**src/rtl/gsr_pkg.sv**
```systemverilog
// ----------------------------------------------------------------------------
// gsr_pkg: shared types and constants of the rank classifier
// Widths of the fixed point datapath, cell commands and the result word.
// ----------------------------------------------------------------------------
package gsr_pkg;

  localparam int ELEM_W     = 32;   // loaded element, signed q8.24
  localparam int TAG_W      = 15;   // row tag
  localparam int V_W        = 40;   // working element, signed, saturated
  localparam int MAG_W      = 39;   // magnitude of a working element
  localparam int FRAC_W     = 24;   // fraction bits
  localparam int MA_W       = 45;   // multiplicand width (dot magnitude)
  localparam int SUM_W      = 84;   // products and chain sums
  localparam int Q_W        = 25;   // magnitude of a normalized element
  localparam int ROOT_W     = 43;   // square root and divisor
  localparam int PDIFF_W    = 47;   // projection difference before saturation
  localparam int DIV_STEPS  = MAG_W + FRAC_W;
  localparam int MUL_STEPS  = MAG_W;
  localparam int SQRT_STEPS = ROOT_W;
  localparam int DIM_W      = 7;
  localparam int EC_W       = 5;
  localparam int CNT_W      = 7;
  localparam int RC_W       = 16;

  localparam logic [SUM_W-1:0] NORM_SQ_MIN = SUM_W'(282);
  localparam logic [Q_W-1:0] INDEP_LIMIT = Q_W'(167);
  localparam logic [SUM_W-1:0] DOT_LIMIT = SUM_W'(64'd16777216000000);
  localparam logic signed [PDIFF_W-1:0] VMAX = PDIFF_W'(64'sd549755813887);

  typedef struct packed {
    logic [4:0]  dimension;
    logic [13:0] total_threshold;
    logic [13:0] column_count;
    logic [13:0] row_count;
    logic [13:0] initial_residual_count;
  } cfg_t;

  typedef enum logic [3:0] {
    C_IDLE,
    C_LOAD,
    C_SQ_START,
    C_DOT_START,
    C_PROJ_START,
    C_MUL_STEP,
    C_SQ_SUM,
    C_DOT_SUM,
    C_SHIFT,
    C_DIV_START,
    C_DIV_STEP,
    C_DIV_END,
    C_PROJ_WR
  } cell_op_t;

  typedef struct packed {
    cell_op_t           op;
    logic [ELEM_W-1:0]  elem;
    logic [EC_W-1:0]    ecount;
    logic               load_elem;
    logic               clear;
    logic [DIM_W-1:0]   dim_eff;
    logic               zero;
    logic [ROOT_W-1:0]  root;
    logic [MA_W-1:0]    smag;
    logic               sneg;
  } cell_ctl_t;

  typedef struct packed {
    logic        kind;
    logic [3:0]  vector_position;
    logic [14:0] tag_out;
    logic        independent;
    logic        is_residual;
    logic [3:0]  residual_index;
    logic        in_basis;
    logic [15:0] basis_index;
    logic [14:0] residual_count;
    logic [14:0] new_row_count;
    logic [14:0] new_col_count;
    logic        last;
  } result_t;

endpackage

```
**src/rtl/gsr_ctrl.sv**
```systemverilog
// ----------------------------------------------------------------------------
// gsr_ctrl: sequencer of the rank classifier
// Load counters, tags, the cell command sequence, square root, per-vector
// flags and the result word register.
// ----------------------------------------------------------------------------
module gsr_ctrl import gsr_pkg::*; #(
  parameter int MAX_VECTORS = 16,
  parameter int MAX_DIM = 16,
  localparam int AW = (MAX_VECTORS > 1) ? $clog2(MAX_VECTORS) : 1,
  localparam int VCW = $clog2(MAX_VECTORS + 1)
) (
  input  logic              clk,
  input  logic              rst,
  input  cfg_t              cfg,
  input  logic              s_valid,
  output logic              s_ready,
  input  logic [ELEM_W-1:0] in_elem,
  input  logic [TAG_W-1:0]  in_tag,
  input  logic              in_vend,
  input  logic              in_send,
  input  logic [SUM_W-1:0]  carry0,
  input  logic              indep_any,
  output cell_ctl_t         ctl,
  output logic [AW-1:0]     addr,
  output logic              m_valid,
  input  logic              m_ready,
  output result_t           m_word
);

  typedef enum logic [4:0] {
    S_LOAD, S_VEC, S_SQ_RD, S_SQ_MUL, S_SQ_SUM, S_SQ_SH, S_SQ_WAIT, S_SQ_CHK,
    S_SQRT, S_DIV_GO, S_DIV, S_DIV_END, S_DIV_DONE, S_ROW, S_DOT_RD, S_DOT_MUL,
    S_DOT_SUM, S_DOT_SH, S_DOT_WAIT, S_DOT_CHK, S_PROJ_MUL, S_PROJ_WR, S_IND,
    S_OUT
  } state_t;

  state_t state;

  logic [VCW-1:0]   vc, n, i, j, oi, nres, ridx;
  logic [EC_W-1:0]  ec;
  logic [CNT_W-1:0] cnt;
  logic [SUM_W-1:0] sum;
  logic [2*ROOT_W-1:0] sqv;
  logic [ROOT_W+1:0]   srem;
  logic [ROOT_W-1:0]   root;
  logic [TAG_W-1:0] tags [MAX_VECTORS];
  logic [MAX_VECTORS-1:0] indep_bits;
  logic [MAX_VECTORS-1:0] resid_bits;

  logic [DIM_W-1:0] dim_eff;
  logic             full;
  logic             vend_any;
  logic             load_elem;
  logic [AW-1:0]    tix;
  logic [TAG_W-1:0] tag_rd;
  logic             resid_now;
  logic [ROOT_W+3:0] sq_remx;
  logic [ROOT_W+3:0] sq_trial;
  logic             sq_ge;
  logic [ROOT_W+3:0] sq_diff;
  logic             sneg;
  logic [SUM_W-1:0] smag;
  logic [RC_W-1:0]  rcnt;
  logic [RC_W-1:0]  bsum;
  logic [RC_W-1:0]  nrow;
  logic [RC_W-1:0]  ncol;
  logic             o_indep;
  logic             o_basis;
  result_t          vec_word;
  result_t          sum_word;

  assign dim_eff = (DIM_W'(cfg.dimension) > DIM_W'(MAX_DIM)) ? DIM_W'(MAX_DIM)
                                                            : DIM_W'(cfg.dimension);
  assign full      = vc == VCW'(MAX_VECTORS);
  assign vend_any  = in_vend || in_send;
  assign load_elem = DIM_W'(ec) < dim_eff;
  assign s_ready   = state == S_LOAD;

  assign tix       = (state == S_OUT) ? oi[AW-1:0] : i[AW-1:0];
  assign tag_rd    = tags[tix];
  assign resid_now = indep_any && (tag_rd >= TAG_W'(cfg.total_threshold));

  // digit-by-digit square root, two radicand bits per step
  assign sq_remx  = {srem, sqv[2*ROOT_W-1 -: 2]};
  assign sq_trial = {2'b00, root, 2'b01};
  assign sq_ge    = sq_remx >= sq_trial;
  assign sq_diff  = sq_remx - sq_trial;

  assign sneg = sum[SUM_W-1];
  assign smag = sneg ? (~sum + 1'b1) : sum;

  always_comb begin
    rcnt    = RC_W'(cfg.initial_residual_count) + RC_W'(nres);
    bsum    = RC_W'(tag_rd) + rcnt;
    nrow    = RC_W'(cfg.row_count) + rcnt;
    ncol    = RC_W'(cfg.column_count) + rcnt;
    o_indep = indep_bits[oi[AW-1:0]];
    o_basis = !o_indep && (tag_rd < TAG_W'(cfg.total_threshold));

    vec_word                 = '0;
    vec_word.vector_position = 4'(oi);
    vec_word.tag_out         = tag_rd;
    vec_word.independent     = o_indep;
    vec_word.is_residual     = resid_bits[oi[AW-1:0]];
    vec_word.residual_index  = resid_bits[oi[AW-1:0]] ? 4'(ridx) : 4'd0;
    vec_word.in_basis        = o_basis;
    if (o_basis) begin
      vec_word.basis_index = (tag_rd >= TAG_W'(cfg.column_count)) ? bsum : RC_W'(tag_rd);
    end

    sum_word                = '0;
    sum_word.kind           = 1'b1;
    sum_word.residual_count = rcnt[14:0];
    sum_word.new_row_count  = nrow[14:0];
    sum_word.new_col_count  = ncol[14:0];
    sum_word.last           = 1'b1;
  end

  always_ff @(posedge clk) begin
    ctl.op      <= C_IDLE;
    ctl.dim_eff <= dim_eff;
    if (ctl.op == C_SHIFT) begin
      sum <= sum + carry0;
    end

    if (rst) begin
      state   <= S_LOAD;
      vc      <= '0;
      ec      <= '0;
      m_valid <= 1'b0;
    end else begin
      // outside the output phase a taken word just empties the register
      if (m_valid && m_ready && state != S_OUT) begin
        m_valid <= 1'b0;
      end
      unique case (state)
        S_LOAD: begin
          if (s_valid) begin
            if (!full) begin
              ctl.op        <= C_LOAD;
              ctl.elem      <= in_elem;
              ctl.ecount    <= ec;
              ctl.load_elem <= load_elem;
              ctl.clear     <= vend_any;
              addr          <= vc[AW-1:0];
              tags[vc[AW-1:0]] <= in_tag;
            end
            if (vend_any) begin
              ec <= '0;
            end else if (!full && load_elem) begin
              ec <= ec + 1'b1;
            end
            if (!full && vend_any) begin
              vc <= vc + 1'b1;
            end
            if (in_send) begin
              n     <= full ? vc : vc + 1'b1;
              vc    <= '0;
              i     <= '0;
              nres  <= '0;
              state <= S_VEC;
            end
          end
        end
        S_VEC: begin
          if (i == n) begin
            oi    <= '0;
            ridx  <= '0;
            state <= S_OUT;
          end else begin
            addr  <= i[AW-1:0];
            state <= S_SQ_RD;
          end
        end
        S_SQ_RD: begin
          ctl.op <= C_SQ_START;
          cnt    <= '0;
          state  <= S_SQ_MUL;
        end
        S_SQ_MUL: begin
          ctl.op <= C_MUL_STEP;
          cnt    <= cnt + 1'b1;
          if (cnt == CNT_W'(MUL_STEPS - 1)) begin
            state <= S_SQ_SUM;
          end
        end
        S_SQ_SUM: begin
          ctl.op <= C_SQ_SUM;
          sum    <= '0;
          cnt    <= '0;
          state  <= S_SQ_SH;
        end
        S_SQ_SH: begin
          ctl.op <= C_SHIFT;
          cnt    <= cnt + 1'b1;
          if (cnt == CNT_W'(MAX_DIM - 1)) begin
            state <= S_SQ_WAIT;
          end
        end
        S_SQ_WAIT: state <= S_SQ_CHK;
        S_SQ_CHK: begin
          if (sum < NORM_SQ_MIN) begin
            ctl.op   <= C_DIV_END;
            ctl.zero <= 1'b1;
            state    <= S_DIV_DONE;
          end else begin
            ctl.zero <= 1'b0;
            sqv      <= {2'b00, sum};
            srem     <= '0;
            root     <= '0;
            cnt      <= '0;
            state    <= S_SQRT;
          end
        end
        S_SQRT: begin
          sqv  <= {sqv[2*ROOT_W-3:0], 2'b00};
          srem <= sq_ge ? sq_diff[ROOT_W+1:0] : sq_remx[ROOT_W+1:0];
          root <= {root[ROOT_W-2:0], sq_ge};
          cnt  <= cnt + 1'b1;
          if (cnt == CNT_W'(SQRT_STEPS - 1)) begin
            state <= S_DIV_GO;
          end
        end
        S_DIV_GO: begin
          ctl.root <= root;
          ctl.op   <= C_DIV_START;
          cnt      <= '0;
          state    <= S_DIV;
        end
        S_DIV: begin
          ctl.op <= C_DIV_STEP;
          cnt    <= cnt + 1'b1;
          if (cnt == CNT_W'(DIV_STEPS - 1)) begin
            state <= S_DIV_END;
          end
        end
        S_DIV_END: begin
          ctl.op <= C_DIV_END;
          state  <= S_DIV_DONE;
        end
        S_DIV_DONE: begin
          j     <= i + 1'b1;
          state <= S_ROW;
        end
        S_ROW: begin
          if (j >= n) begin
            state <= S_IND;
          end else begin
            addr  <= j[AW-1:0];
            state <= S_DOT_RD;
          end
        end
        S_DOT_RD: begin
          ctl.op <= C_DOT_START;
          cnt    <= '0;
          state  <= S_DOT_MUL;
        end
        S_DOT_MUL: begin
          ctl.op <= C_MUL_STEP;
          cnt    <= cnt + 1'b1;
          if (cnt == CNT_W'(MUL_STEPS - 1)) begin
            state <= S_DOT_SUM;
          end
        end
        S_DOT_SUM: begin
          ctl.op <= C_DOT_SUM;
          sum    <= '0;
          cnt    <= '0;
          state  <= S_DOT_SH;
        end
        S_DOT_SH: begin
          ctl.op <= C_SHIFT;
          cnt    <= cnt + 1'b1;
          if (cnt == CNT_W'(MAX_DIM - 1)) begin
            state <= S_DOT_WAIT;
          end
        end
        S_DOT_WAIT: state <= S_DOT_CHK;
        S_DOT_CHK: begin
          if (smag > DOT_LIMIT) begin
            // dot product too large, row j is left as it is
            j     <= j + 1'b1;
            state <= S_ROW;
          end else begin
            ctl.smag <= smag[MA_W-1:0];
            ctl.sneg <= sneg;
            ctl.op   <= C_PROJ_START;
            cnt      <= '0;
            state    <= S_PROJ_MUL;
          end
        end
        S_PROJ_MUL: begin
          ctl.op <= C_MUL_STEP;
          cnt    <= cnt + 1'b1;
          if (cnt == CNT_W'(MUL_STEPS - 1)) begin
            state <= S_PROJ_WR;
          end
        end
        S_PROJ_WR: begin
          ctl.op <= C_PROJ_WR;
          j      <= j + 1'b1;
          state  <= S_ROW;
        end
        S_IND: begin
          indep_bits[i[AW-1:0]] <= indep_any;
          resid_bits[i[AW-1:0]] <= resid_now;
          if (resid_now) begin
            nres <= nres + 1'b1;
          end
          i     <= i + 1'b1;
          state <= S_VEC;
        end
        S_OUT: begin
          if (!m_valid || m_ready) begin
            m_valid <= 1'b1;
            if (oi < n) begin
              m_word <= vec_word;
              if (resid_bits[oi[AW-1:0]]) begin
                ridx <= ridx + 1'b1;
              end
              oi <= oi + 1'b1;
            end else begin
              m_word <= sum_word;
              state  <= S_LOAD;
            end
          end
        end
        default: state <= S_LOAD;
      endcase
    end
  end

endmodule

```
**config.mk**
```make
export PLATFORM = sky130hd
export DESIGN_NAME = gsr_ctrl
export DESIGN_NICKNAME = d
export VERILOG_FILES = /design/src/rtl/gsr_pkg.sv /design/src/rtl/gsr_ctrl.sv
export SDC_FILE = /design/constraint.sdc
export NUM_CORES = 2
export LEC_CHECK = 0
export BUFFER_PORTS_ARGS = -buffer_cell sky130_fd_sc_hd__buf_4
export CAP_MARGIN = 15
export CORE_MARGIN = 8
export CORE_UTILIZATION = 50
export CTS_CLUSTER_DIAMETER = 120
export CTS_CLUSTER_SIZE = 20
export DETAILED_ROUTE_END_ITERATION = 8
export PLACE_DENSITY = 0.72
export SLEW_MARGIN = 5
export SYNTH_ARGS = -nofsm -noshare
export SYNTH_HDL_FRONTEND = slang
export SYNTH_SLANG_ARGS = --single-unit
```
**constraint.sdc**
```tcl
create_clock -name clk -period 15.55 [get_ports clk]
set_clock_uncertainty 0.1 [all_clocks]
set_input_delay 0.7775 -clock clk [delete_from_list [all_inputs] [get_ports clk]]
set_output_delay 0.7775 -clock clk [all_outputs]
set_load 0.005 [all_outputs]
```
==> impl_metrics.toml <==
[power]
ir_drop_mv = 0.106
power.static_leakage_uw = 0.0194
p_int_uw = 4210
power.density_nw_per_um2 = 136
swShare_pct = 38.5
power_frac_seq_pct = 43.3
switchingPower_uw = 2630
total_power_uw = 6840
clockPowerShare_pct = 18.6
pwr-share-comb_pct = 38.1

[place]
port_buffers = 431
dpl_cell_area_um2 = 49100
hpwlAfterDp_mm = 90.1
routabilityCongestion = 0.938

[detailed_routing]
drt_iter0_drc = 2837
via_per_inst = 5.86
dr.pass1.iters = 6
ant_nets = 0
wl_mm = 124
drc = 0
wl_per_cell_um = 21.2
route.vias.total = 34200

[setup_path]
crit_start = "state[4]$_SDFFE_PP0P_"
crit_top_cell = "a21oi_1"
arrival_ns = 7.47
start_kind = "register"
r2r-start = "state[4]$_SDFFE_PP0P_"
worstPathCellList = "nand3_1 > nor2_2 > mux2i_4 > buf_4 > buf_4 > a211oi_1 > a311oi_1 > a211oi_1 > a21o_1 > inv_1 > ha_1 > a21o_1 > a21oi_1 > o21bai_1 > a21oi_1 > nor2b_1 > o21a_1 > o31ai_1 > a21oi_1 > a21o_1 > a21oi_1 > xor2_1 > nor3b_1"
slowest_stage = "dfxtp_1"
critPathRequiredTime_ns = 15.81
slowest_delay_ns = 0.91
end_kind = "register"
path_class = "register to register"
crit_fanout = 66

[floorplan]
start_util_pct = 50.1
die_x_um = 315
fp-row-count = 110
die_h_um = 315
core_area_um2 = 89500
ioPinCount = 434
dieArea_um2 = 99500

[grt]
track_usage_pct = 23.9
grt_antenna_before_repair = 4
grt_pass1_wl_mm = 190
overflow = 0
grt_start_max_net_pins = 91
grt_pass1_vias = 33000

[sta]
fmax_mhz = 139
tns_ns = 0
hold_viol = 0
setup_viol = 0
drv_slew = 0
period_share_pct = 46.4
slew_headroom_pct = 21.7
grt_setup_unrepaired = "no"
worst_slew_pin_slew_ns = 1.16
period_needed_ns = 7.21

[cells_and_area]
syn_to_final_growth_pct = 12.5
fin_nets = 5062
design_area_um2 = 50400
nFillCells = 7791
layout.cells.most_common_list = "703 x edfxtp_1, 637 x nand2_1, 481 x buf_4, 347 x nor2_1, 283 x a21oi_1"
ff_latch_area_um2 = 23300
multi_input_area_um2 = 20200
layout_commonest_cell = "edfxtp_1"
drive_above_1_share_pct = 13.3

[synth]
synthFlopType = "edfxtp_1"
synth_warnings = 0
synthDistinctLibCells = 101
synth_seq_area_share_pct = 52.0
syn_avg_cell_area_um2 = 10.3
ys_ff_latch = 812
syn_inst = 4343
synthesis.area_um2 = 44800
synth_edf_count = 703
async_reset_ff_share_pct = 0

[clock_network]
cts_num_sinks = 812
clk_path_buf_depth = 3
clk_latency_ns = 0.62
cts_hold_buffers = 0
root_buffer = "clkbuf_16"
postCtsResizedCells = 0
cts.clk_slew.worst_paths_ns = 0.09
numCtsBuffers = 46
cts_setup_buffers = 0
htreeDepth = 2
cts_tree = "yes"

[hold_path]
hp-start = "cfg[60]"
hold_path.class = "input port to register"

[run_status]
outcome = "finished clean"

[run]
cap_viol_max_count = 0
-- flip-flops by register name (all words and copies together), names as in the netlist, 7 cells and up --
signal      count
srem           45
ctl           138
indep_bits     16
m_word         88
sum            84
resid_bits     16
sqv            86
root           43
cnt             7
tags          240
-- synth_stat cells, types with 62 or more instances --
cell	number	area, um2
mux2i_1	62	621
inv_1	143	537
edfxtp_1	703	21100
nor3_1	96	480
dfxtp_1	109	2180
a21o_1	118	886
and2_1	99	619
clkbuf_1	203	762
a31oi_1	67	419
xnor2_1	153	1340
xor2_1	82	718
o21ai_0	147	736
nor2_1	352	1320
nand2_1	638	2390
a211oi_1	102	766
ha_1	233	2920
a21oi_1	284	1420
nand3_1	81	405
-- power groups by stage --
stage | clock network, uW | registers [uW] | logic [uW]
after floorplan | 0 | 2820 | 2000
after global placement | 0 | 3000 | 2540
after detailed placement | 0 | 3000 | 2560
after CTS | 1310 | 2950 | 2580
after global routing | 1380 | 2980 | 2880
final | 1270 | 2960 | 2600
-- cell families after synthesis --
family | after synthesis | share of synthesized area (%)
flip-flops | 812 | 52.0
AO/OA/AOI/OAI | 989 | 14.5
multiplexers | 75 | 1.97
AND/OR/NAND/NOR | 1599 | 16.8
buffers and inverters | 393 | 3.43
other | 1 | 0.00836
XOR/XNOR | 235 | 4.59
adder cells (fa/ha/maj) | 239 | 6.75
-- path summary, 6_finish.rpt --
path,to,slack (ns),depth (start not counted)
max reg2reg,m_word[60]$_SDFFCE_PN0P_,8.34,23
min,ctl[94]$_DFF_P_,0.21,1
min reg2reg,ctl[51]$_DFFE_PP_,0.35,0
max,m_word[60]$_SDFFCE_PN0P_,8.34,23
-- metrics by stage --
| step | instances | utilization (%) | setup slack, ns | hold WS [ns] |
|---|---|---|---|---|
| after floorplan | 4344 | - | 0.565 | 0.306 |
| after global placement | 5752 | 54.9 | 8.58 | 0.332 |
| after detailed placement | 5752 | 54.9 | 8.45 | 0.334 |
| after CTS | 5829 | 56.3 | 8.43 | 0.158 |
| after global routing | 5833 | 56.4 | 7.90 | 0.175 |
| final | 5835 | 56.4 | 8.34 | 0.209 |
-- final cells by class --
| cell class | instances | share of cell area, % |
|---|---|---|
| Inverter | 144 | 1.07 |
| Antenna cell | 5 | 0.0248 |
| Tap cell | 1176 | 2.92 |
| Sequential cell | 812 | 46.2 |
| Clock inverter | 4 | 0.129 |
| Timing Repair Buffer | 482 | 7.17 |
| Clock buffer | 73 | 2.48 |
| Multi-Input combinational cell | 3139 | 40.0 |
-- routing by layer --
layer / global-route usage, % / wire, um / vias to the layer above
met2: 40.9 / 60300 / 1041
met1: 31.2 / 52200 / 16600
met4: 7.24 / 3970 / 0
li1: - / - / 16400
met5: 0 / 0 / -
met3: 3.51 / 7370 / 201
-- critical path, delay by kind of cell, from the launching register on --
kind,cells,cell delay (ns)
AND/OR/NAND/NOR,4,1.21
multiplexers,1,0.33
AO/OA/AOI/OAI,13,2.57
adder cells (fa/ha/maj),1,0.29
flip-flops,1,0.91
buffers and inverters,3,1.34
XOR/XNOR,1,0.17
(Power assumes the default switching activity.)
